`src/sv/aging_weighted_random_picker_unit_macros.svh`:
```
// Assertion macros for the aging weighted random picker.
`ifndef AGING_WEIGHTED_RANDOM_PICKER_UNIT_MACROS_SVH
`define AGING_WEIGHTED_RANDOM_PICKER_UNIT_MACROS_SVH

// Same-cycle implication, disabled in reset.
`define AWRP_ASSERT_NOW(label, clk, rst_n, ante, cons, msg) \
    label: assert property (@(posedge clk) disable iff (!rst_n) (ante) |-> (cons)) \
        else $error(msg);

// Next-cycle implication, disabled in reset.
`define AWRP_ASSERT_NEXT(label, clk, rst_n, ante, cons, msg) \
    label: assert property (@(posedge clk) disable iff (!rst_n) (ante) |=> (cons)) \
        else $error(msg);

`endif

```
`src/sv/awrp_pkg.sv`:
```
// Shared types and constants for the aging weighted random picker.
`default_nettype none

package awrp_pkg;

    localparam int ENTRIES     = 32;
    localparam int RANDOM_BITS = 16;

    localparam int IDX_W   = $clog2(ENTRIES);
    localparam int WGT_W   = 16;
    localparam int TOTAL_W = $clog2(ENTRIES * 32767 + 1);
    localparam int PROD_W  = RANDOM_BITS + TOTAL_W;

    typedef logic signed [WGT_W-1:0] t_weight;

    localparam t_weight WEIGHT_MAX = 16'sd32767;
    localparam t_weight ONE_UNIT   = 16'sd1;
    localparam t_weight PENALTY    = -t_weight'(ENTRIES / 2);

    localparam logic OP_PICK  = 1'b0;
    localparam logic OP_CLEAR = 1'b1;

    // controller -> datapath
    typedef struct packed {
        logic clear;        // all weights back to one unit
        logic start;        // latch fraction, zero total and index
        logic age_step;     // age one entry and add it to the total if positive
        logic mul;          // form the target, arm the search
        logic search_step;  // one step of the cumulative walk
        logic finish;       // penalize chosen entry, load output
    } t_cmd;

    // datapath -> controller
    typedef struct packed {
        logic idx_last;     // index at last entry
        logic srch_last;    // index at last searched entry
        logic hit;          // running sum passes the target this step
        logic out_free;     // output register can take a result
    } t_sts;

endpackage

`default_nettype wire

```
`src/sv/awrp_ctrl.sv`:
```
// Sequencer for the aging pass, target multiply and cumulative search.
`default_nettype none

module awrp_ctrl
    import awrp_pkg::*;
(
    input  wire logic i_clk,
    input  wire logic i_rst_n,
    input  wire logic i_valid,
    input  wire logic i_operation,
    input  wire t_sts i_sts,
    output t_cmd      o_cmd,
    output logic      o_busy
);

    typedef enum logic [2:0] {
        S_IDLE,
        S_AGE,
        S_MUL,
        S_SEARCH,
        S_FINISH
    } t_state;

    t_state r_state, n_state;

    always_comb begin
        n_state = r_state;
        o_cmd   = '0;
        case (r_state)
            S_IDLE: begin
                if (i_valid) begin
                    if (i_operation == OP_CLEAR) begin
                        o_cmd.clear = 1'b1;
                    end else begin
                        o_cmd.start = 1'b1;
                        n_state     = S_AGE;
                    end
                end
            end
            S_AGE: begin
                o_cmd.age_step = 1'b1;
                if (i_sts.idx_last) n_state = S_MUL;
            end
            S_MUL: begin
                o_cmd.mul = 1'b1;
                n_state   = S_SEARCH;
            end
            S_SEARCH: begin
                o_cmd.search_step = 1'b1;
                if (i_sts.hit || i_sts.srch_last) n_state = S_FINISH;
            end
            S_FINISH: begin
                if (i_sts.out_free) begin
                    o_cmd.finish = 1'b1;
                    n_state      = S_IDLE;
                end
            end
            default: n_state = S_IDLE;
        endcase
    end

    always_ff @(posedge i_clk) begin
        if (!i_rst_n) begin
            r_state <= S_IDLE;
        end else begin
            r_state <= n_state;
        end
    end

    assign o_busy = (r_state != S_IDLE);

endmodule

`default_nettype wire

```
`src/sv/awrp_datapath.sv`:
```
// Weight table, running sums, target multiply and output register.
`default_nettype none

module awrp_datapath
    import awrp_pkg::*;
(
    input  wire logic                   i_clk,
    input  wire logic                   i_rst_n,
    input  wire t_cmd                   i_cmd,
    input  wire logic [15:0]            i_random_fraction,
    input  wire logic                   i_stall,
    output t_sts                        o_sts,
    output logic                        o_valid,
    output logic [4:0]                  o_chosen_index
);

    t_weight                  r_weights [ENTRIES];
    logic [IDX_W-1:0]         r_idx;
    logic [IDX_W-1:0]         r_chosen;
    logic [RANDOM_BITS-1:0]   r_frac;
    logic [TOTAL_W-1:0]       r_total;
    logic [TOTAL_W-1:0]       r_running;
    logic [PROD_W-1:0]        r_target;
    logic                     r_out_valid;
    logic [4:0]               r_out_index;

    t_weight                  w_cur;
    t_weight                  w_aged;
    logic                     w_aged_pos;
    logic                     w_cur_pos;
    logic [TOTAL_W-1:0]       w_run_next;
    logic                     w_hit;

    assign w_cur      = r_weights[r_idx];
    assign w_aged     = (w_cur == WEIGHT_MAX) ? w_cur : w_cur + ONE_UNIT;
    assign w_aged_pos = !w_aged[WGT_W-1] && (w_aged != '0);
    assign w_cur_pos  = !w_cur[WGT_W-1] && (w_cur != '0);
    assign w_run_next = r_running + TOTAL_W'($unsigned(w_cur));
    // running * 2^RANDOM_BITS > fraction * total, exact
    assign w_hit      = w_cur_pos && ({w_run_next, {RANDOM_BITS{1'b0}}} > r_target);

    always_ff @(posedge i_clk) begin
        if (!i_rst_n || i_cmd.clear) begin
            for (int i = 0; i < ENTRIES; i++) r_weights[i] <= ONE_UNIT;
        end else if (i_cmd.age_step) begin
            r_weights[r_idx] <= w_aged;
        end else if (i_cmd.finish) begin
            r_weights[r_chosen] <= PENALTY;
        end
    end

    always_ff @(posedge i_clk) begin
        if (!i_rst_n) begin
            r_idx       <= '0;
            r_out_valid <= 1'b0;
        end else begin
            if (i_cmd.start || i_cmd.mul) begin
                r_idx <= '0;
            end else if (i_cmd.age_step || i_cmd.search_step) begin
                r_idx <= o_sts.idx_last ? '0 : r_idx + IDX_W'(1);
            end
            if (i_cmd.finish) begin
                r_out_valid <= 1'b1;
            end else if (!i_stall) begin
                r_out_valid <= 1'b0;
            end
        end
    end

    always_ff @(posedge i_clk) begin
        if (i_cmd.start) begin
            r_frac  <= RANDOM_BITS'(i_random_fraction);
            r_total <= '0;
        end else if (i_cmd.age_step && w_aged_pos) begin
            r_total <= r_total + TOTAL_W'($unsigned(w_aged));
        end
        if (i_cmd.mul) begin
            r_target  <= PROD_W'(r_frac) * PROD_W'(r_total);
            r_running <= '0;
            r_chosen  <= IDX_W'(ENTRIES - 1);
        end else if (i_cmd.search_step && w_cur_pos) begin
            r_running <= w_run_next;
            if (w_hit) r_chosen <= r_idx;
        end
        if (i_cmd.finish) begin
            r_out_index <= 5'(r_chosen);
        end
    end

    assign o_sts.idx_last  = (r_idx == IDX_W'(ENTRIES - 1));
    assign o_sts.srch_last = (r_idx == IDX_W'(ENTRIES - 2));
    assign o_sts.hit       = w_hit;
    assign o_sts.out_free  = !r_out_valid || !i_stall;

    assign o_valid        = r_out_valid;
    assign o_chosen_index = r_out_index;

endmodule

`default_nettype wire

```
`src/sv/aging_weighted_random_picker_unit.sv`:
```
// Roulette-wheel entry picker with aging: 32 signed weights, one pick or
// clear item at a time. A clear item resets all weights to one unit without
// making the block busy. A pick item walks the weight table twice through a
// single read port of the weight registers: an aging pass that also sums the
// positive weights, a multiply state for the fraction-times-total product, a
// cumulative search that ends at the first hit or at entry ENTRIES-2, and a
// finish state that writes the penalty and loads the output register; it
// waits there while the output register is held by o_valid with i_stall high.
// The block takes no new item until the pick is finished. The result stays
// in the output register while the next item is accepted. Weights come out
// of reset at one unit; there is no clearing sweep.
`default_nettype none
`include "aging_weighted_random_picker_unit_macros.svh"

module aging_weighted_random_picker_unit
    import awrp_pkg::*;
(
    input  wire logic        i_clk,
    input  wire logic        i_rst_n,
    input  wire logic        i_valid,
    output logic             o_stall,
    input  wire logic        i_operation,
    input  wire logic [15:0] i_random_fraction,
    output logic             o_valid,
    input  wire logic        i_stall,
    output logic [4:0]       o_chosen_index
);

    t_cmd w_cmd;
    t_sts w_sts;
    logic w_busy;

    awrp_ctrl u_ctrl (
        .i_clk       (i_clk),
        .i_rst_n     (i_rst_n),
        .i_valid     (i_valid),
        .i_operation (i_operation),
        .i_sts       (w_sts),
        .o_cmd       (w_cmd),
        .o_busy      (w_busy)
    );

    awrp_datapath u_datapath (
        .i_clk             (i_clk),
        .i_rst_n           (i_rst_n),
        .i_cmd             (w_cmd),
        .i_random_fraction (i_random_fraction),
        .i_stall           (i_stall),
        .o_sts             (w_sts),
        .o_valid           (o_valid),
        .o_chosen_index    (o_chosen_index)
    );

    assign o_stall = w_busy;

    // a result is only loaded when the output register can take it
    `AWRP_ASSERT_NOW(a_finish_free, i_clk, i_rst_n, w_cmd.finish, w_sts.out_free, "finish while output held")
    // table walk steps only run while the input side is stalled
    `AWRP_ASSERT_NOW(a_step_busy, i_clk, i_rst_n, w_cmd.age_step || w_cmd.search_step, o_stall, "walk step while idle")
    // an accepted pick item keeps the block busy in the next cycle
    `AWRP_ASSERT_NEXT(a_pick_busy, i_clk, i_rst_n, i_valid && !o_stall && (i_operation == OP_PICK), o_stall, "pick item did not start work")
    // a finished pick shows a valid result in the next cycle
    `AWRP_ASSERT_NEXT(a_finish_out, i_clk, i_rst_n, w_cmd.finish, o_valid && !o_stall, "finish did not load output")

endmodule

`default_nettype wire

```
`config.mk`:
```
export PLATFORM = sky130hd
export DESIGN_NAME = aging_weighted_random_picker_unit
export DESIGN_NICKNAME = d
export VERILOG_FILES = /design/src/sv/awrp_pkg.sv /design/src/sv/awrp_ctrl.sv /design/src/sv/awrp_datapath.sv /design/src/sv/aging_weighted_random_picker_unit.sv
export VERILOG_INCLUDE_DIRS = /design/src /design/src/sv
export SDC_FILE = /design/constraint.sdc
export NUM_CORES = 2
export LEC_CHECK = 0
export BUFFER_PORTS_ARGS = -buffer_cell sky130_fd_sc_hd__buf_2
export CORE_ASPECT_RATIO = 0.6
export CORE_MARGIN = 3
export CORE_UTILIZATION = 65
export CTS_CLUSTER_SIZE = 40
export DETAILED_ROUTE_END_ITERATION = 10
export MAX_ROUTING_LAYER = met4
export PLACE_DENSITY = 0.81
export SETUP_SLACK_MARGIN = 0.02
export SLEW_MARGIN = 0
export SYNTH_ARGS = -nofsm -noshare
export SYNTH_HDL_FRONTEND = slang
export SYNTH_HIERARCHICAL = 1
export SYNTH_SLANG_ARGS = --single-unit
```
`constraint.sdc`:
```
create_clock -name i_clk -period 7.3 [get_ports i_clk]
set_input_delay 0.73 -clock i_clk [delete_from_list [all_inputs] [get_ports i_clk]]
set_output_delay 0.73 -clock i_clk [all_outputs]
set_load 0.005 [all_outputs]
```
# Yosys cells after proc, flatten, opt, wreduce, memory -nomap -nowiden
# Memory sizes are Yosys's and may differ from the RTL's. A register that Yosys moved wholly into a read port is not among the register bits.
# Cells that the tools add are included.
[op_classes]
addsub = 4
multipliers = 1
order_cmp = 1
n_eq_ne = 13
n_mux = 36
bitwise = 1
reduce_logical = 24
[ops]
columns = ["operator", "n"]
rows = [
  ["$mux W16", 3],
  ["$add A20 B16 Y20", 2],
  ["$gt A36 B36 Y1", 1],
  ["$mul A16 B20 Y36", 1],
  ["$reduce_bool A16 Y1", 2],
  ["$reduce_or A16 Y1", 2],
  ["$mux W5", 5],
  ["$mux W1", 20],
  ["$add A16 B2 Y16 const B", 1],
  ["$eq A16 B16 Y1 const B", 1],
  ["$mux W3", 5],
  ["$pmux W3 S5", 1],
  ["$eq A5 B5 Y1 const B", 2],
  ["$ne A2 B1 Y1 const B", 4],
  ["$eq A3 B2 Y1 const B", 2],
  ["$add A5 B1 Y5 const B", 1],
  ["$logic_and A1 B1 Y1", 5],
  ["$logic_not A1 Y1", 5],
  ["$logic_or A1 B1 Y1", 5],
  ["$reduce_and A5 Y1", 1],
  ["$mux W2", 2],
  ["$ne A2 B2 Y1 const B", 2],
  ["$eq A3 B1 Y1 const B", 1],
  ["$eq A3 B3 Y1 const B", 1],
  ["other kinds (5)", 5],
]
[totals]
reg_bits = 111
ramBits = 512
in_bits = 21
output_inout_bits = 7
n_memories = 1
[memory_table]
columns = ["name", "depth", "word_bits", "rd", "rd_clocked_by_memory_dff", "wr", "line", "text"]
rows = [
  ["u_datapath.r_weights", 32, 16, 1, 1, 32, "awrp_datapath.sv:17", "t_weight r_weights [ENTRIES];"],
]

# Logic depth before layout (Yosys ltp)
[logic_depth]
ltp_word = 10
mapped_depth = 33
mapped_depth_nobuf = 25

# Modules after synthesis
# Netlist, hierarchy kept.
[by_module_without_submodules]
columns = ["module", "instances", "cells_each", "area_each_um2"]
rows = [
  ["awrp_datapath", 1, 3423, 39118.8],
  ["awrp_ctrl", 1, 25, 239.0],
]

# Worst setup path before layout
# Ideal clock, no wire load.
[synth_timing]
path_kind = "register to register"
startpoint = "register u_datapath.r_total[18]"
endpoint = "register u_datapath.r_target[34] (data pin)"
t_arrival_ps = 6339
path_slack_ps = 696
path_stages_with_launch = 25
n_path_buf = 2
period_less_slack_ps = 6604
cell_sequence = "dfxtp_1 > clkbuf_1 > clkbuf_1 > nand2_1 > fa_1 > fa_1 > inv_1 > fa_1 > fa_1 > fa_1 > inv_1 > fa_1 > inv_1 > ha_1 > a21oi_1 > o21bai_1 > a21o_1 > a21o_1 > nor3b_1 > a221oi_1 > a41o_1 > or4_1 > a31oi_1 > o21ai_0 > xor2_1"
[synth_via]
elab_chain_len = 1
[synth_rtl]
columns = ["item", "line", "text"]
rows = [
  ["start: declaration", "awrp_datapath.sv:21", "logic [TOTAL_W-1:0] r_total;"],
  ["start signal: assignment", "awrp_datapath.sv:75", "r_total <= r_total + TOTAL_W'($unsigned(w_aged));"],
  ["$mul A16 B20 Y36", "awrp_datapath.sv:78", "r_target <= PROD_W'(r_frac) * PROD_W'(r_total);"],
  ["end signal: assignment", "awrp_datapath.sv:78", ""],
  ["end: declaration", "awrp_datapath.sv:23", "logic [PROD_W-1:0] r_target;"],
]
# Every way passes these cells.
# A chain may end at the register's enable or synchronous reset.

# Final worst setup path
[layout_timing]
startpoint = "register u_datapath.r_frac[4]"
endpoint = "register u_datapath.r_target[34] (data pin)"
[layout_via]
elab_chain_len = 1
[layout_rtl]
columns = ["item", "line", "text"]
rows = [
  ["start: declaration", "awrp_datapath.sv:20", "logic [RANDOM_BITS-1:0] r_frac;"],
  ["start signal: assignment", "awrp_datapath.sv:72", "r_frac <= RANDOM_BITS'(i_random_fraction);"],
  ["$mul A16 B20 Y36", "awrp_datapath.sv:78", ""],
]
# Every way passes these cells.

==> impl_metrics.toml <==
[status]
status = "completed"

[place]
dp.cells = 4164
hpwlAfterDp_um = 77690
place.gp.congestion = 0.9968
io_buffer_count = 27

[route]
met2_length_um = 44300
wl_um = 109700
drtIter0Drc = 4191
via_count = 27940
vias_per_cell = 6.530
detail-route-antenna-nets = 0
wl_met3_um = 18320
drcViolationCount = 0
wl_met1_um = 44120
drt-pass1-iter-count = 9
wire_per_inst_um = 25.65
maxUsedRoutingLayer = "met4"

[timing]
drv_slew = 0
rsz0062_at_grt = "false"
hold_viol_final = 0
holdWs_ns = 0.2577
slew-limit-headroom_pct = 8.175
min_period_ns = 7.008
min_period_over_period_pct = 95.99
setup_viol = 0
clock.fmax_mhz = 142.7
worst-slew-pin-transition_ns = 1.374
final.setup_skew_ns = 0.03162
fin_setup_tns_ns = 0

[synthesis]
synth-edff-count = 569
ys_seq_area_share_pct = 46.41
netlist_area_sq_um = 39360
synth_ff_type = "edfxtp_1"
synth_seq_cells = 628
syn-instance-count = 3448
yosys.cell_types.count = 92
yosysWarnings = 6
synth_area_per_cell_sq_um = 11.41
synth_area_leader_cell = "edfxtp_1"
async_reset_ff_share_pct = 0
syn-num-nets = 3886
ys_top_cells_by_area = "edfxtp_1, fa_1, nor2_1, ha_1, mux4_2"
synth_top_cell_area_share_pct = 43.41

[global_routing]
grt_first_pass_wirelength_um = 167400
gr-total-overflow = 0
track_usage_pct = 36.17
grt_max_degree = 59
grt_antenna_before_repair = 3
grt_pass1_vias = 28360

[flow_run]
max_cap_viol_count = 0

[finish]
nets = 3886
drive_gt1_share_pct = 11.57
nFillCells = 4063
area_delta_synth_final_pct = 7.954
finalNonFillerCells = 4279

[cts]
ctsLongestPathBuffers = 3
cts-hold-fix-buffers = 0
root_buffer = "clkbuf_16"
clk_latency_ns = 0.64
cts_made_buffers = 55
cts_max_level = 2
clkTransAtPathRegs_ns = 0.07
clock_sinks = 628
cts_tree = "done"

[floorplan]
top_level_ports = 28
die_w_um = 323.7
die_h_um = 196.6
core_area_sq_um = 59570
die_area_sq_um = 63640
start_util_pct = 66.07
rows = 69

[power]
power.leakage_nw = 17.07
ir_drop_mv = 0.4019
power_density_nw_per_um2 = 313.6

[critical_path]
r2r_slack_ns = 0.29
rr_worst_depth = 26
start_kind = "flip-flop"
cp_data_arrival_time_ns = 7.39
endpoint_kind = "flip-flop"
worstSetupPathType = "flip-flop to flip-flop"
critPathRequiredTime_ns = 7.68
r2r-end = "u_datapath/r_target[34]$_DFFE_PP_"
rr_startpoint = "u_datapath/r_frac[4]$_DFFE_PP_"
crit_fanout = 7

[min_path]
holdPathEnd = "u_datapath/r_frac[15]$_DFFE_PP_"
hp-class = "input pin to flip-flop"
hp-start = "i_random_fraction[15]"
hold-path-cell-count = 1
[kinds of logic after synthesis]
family	Yosys count	share of synthesized area (%)
mux	217	8.227
fa+ha+maj	417	18.06
simple gates	1280	14.80
compound gates	308	5.458
buf+inv	531	5.544
xor+xnor	67	1.491
flops	628	46.41
[flip-flops by register name, indices dropped and copies added (netlist names), 5 cells and up, named ones only]
| name | count |
|---|---|
| u_datapath/o_chosen_index | 5 |
| u_datapath/r_chosen | 5 |
| u_datapath/r_frac | 16 |
| u_datapath/r_idx | 5 |
| u_datapath/r_running | 20 |
| u_datapath/r_target | 36 |
| u_datapath/r_total | 20 |
| u_datapath/r_weights | 512 |
[metal layers]
layer,global-route usage (%),vias to the layer above
met5,-,-
li1,-,11810
met3,13.92,258
met1,53.25,13920
met4,9.886,0
met2,46.91,1956
[what timing repair did]
action                                  4_1_cts  5_1_grt
hold endpoints to repair                      0        0
buffers inserted                              0        8
resized for setup                             0       30
endpoints found under the setup margin        0       12
[worst max path at each step]
| stage | startpoint | end | slack [ns] | depth (start not counted) |
|---|---|---|---|---|
| after floorplan | u_datapath/r_total[18]$_SDFFE_PP0P_ | u_datapath/r_target[34]$_DFFE_PP_ | 0.70 | 24 |
| after global placement | u_datapath/r_frac[4]$_DFFE_PP_ | u_datapath/r_target[34]$_DFFE_PP_ | 0.32 | 25 |
| after detailed placement | u_datapath/r_frac[4]$_DFFE_PP_ | u_datapath/r_target[34]$_DFFE_PP_ | 0.13 | 25 |
| after CTS | u_datapath/r_frac[4]$_DFFE_PP_ | u_datapath/r_target[34]$_DFFE_PP_ | 0.12 | 25 |
| after global routing | u_datapath/r_frac[4]$_DFFE_PP_ | u_datapath/r_target[34]$_DFFE_PP_ | 0.01 | 25 |
| final | u_datapath/r_frac[4]$_DFFE_PP_ | u_datapath/r_target[34]$_DFFE_PP_ | 0.29 | 26 |
[power breakdown]
part	leakage [nW]	switching [mW]	internal [mW]
clock network	0.902	1.38	1.64
logic	9.84	3.52	2.35
registers	6.33	0.128	4.30
[per-stage QoR]
stage	util (%)	area [sq um]	power, mW	setup WS [ns]
CTS	71.06	42330	13.21	0.1172
detailed placement	67.98	40500	10.21	0.1266
global route	71.32	42480	14.21	0.01024
floorplan	-	39360	8.627	0.6955
finish	71.33	42490	13.32	0.2924
global placement	67.98	40500	9.979	0.3232
[cells in the mapped netlist (49+ instances only)]
| cell type | n |
|---|---|
| inv_1 | 311 |
| a22oi_1 | 49 |
| mux4_2 | 67 |
| nand3_1 | 91 |
| nor2_1 | 569 |
| fa_1 | 252 |
| nand2_1 | 312 |
| xnor2_1 | 50 |
| mux2i_1 | 129 |
| edfxtp_1 | 569 |
| ha_1 | 165 |
| clkbuf_1 | 173 |
| a21oi_1 | 72 |
| dfxtp_1 | 59 |
| and2_1 | 149 |
[cells in the final DEF, fill, tap and decap left out, types with 17 or more instances in the layout]
| cell type | count |
|---|---|
| edfxtp_1 | 569 |
| nor3_1 | 24 |
| mux4_2 | 67 |
| o21ai_1 | 17 |
| nand3_2 | 17 |
| a22oi_1 | 49 |
| clkbuf_16 | 57 |
| buf_4 | 127 |
| xnor2_1 | 50 |
| inv_1 | 311 |
| a21oi_1 | 71 |
| ha_1 | 165 |
| dfxtp_1 | 47 |
| fa_1 | 252 |
| nor2_1 | 557 |
| xor2_1 | 17 |
| nand3_1 | 90 |
| mux2i_1 | 129 |
| buf_2 | 27 |
| and2_1 | 148 |
| nand4_1 | 17 |
| o21ai_0 | 24 |
| a21o_1 | 29 |
| nor2b_1 | 19 |
| nand2_1 | 311 |
[cell type report]
class                           instances  area, sq um  area share, %
Multi-Input combinational cell       2289        19010          44.73
Sequential cell                       628        18290          43.05
Clock buffer                           70         1495          3.519
Timing Repair Buffer                  161         1194          2.809
Inverter                              313         1175          2.765
Tap cell                              781        977.2          2.300
Clock inverter                         32        339.1         0.7980
Antenna cell                            5        12.51        0.02945
[critical path, stage by stage, from the launching register on]
cell and delay [ns]:
edfxtp_1 0.43, buf_4 0.19, buf_4 0.16, and2_1 0.17, fa_1 0.53, inv_1 0.05, fa_1 0.39, fa_1 0.54
fa_1 0.55, inv_1 0.05, fa_1 0.47, inv_1 0.05, fa_1 0.48, inv_1 0.04, ha_1 0.34, a21oi_2 0.25
nor2b_1 0.25, a2111oi_2 0.10, buf_4 0.17, nor2_1 0.10, a221oi_1 0.09, buf_4 0.19, a41o_1 0.25, or4_1 0.43
a31oi_2 0.22, o21ai_0 0.14, xor2_1 0.16
No activity file was read; power rests on OpenSTA's default activity.
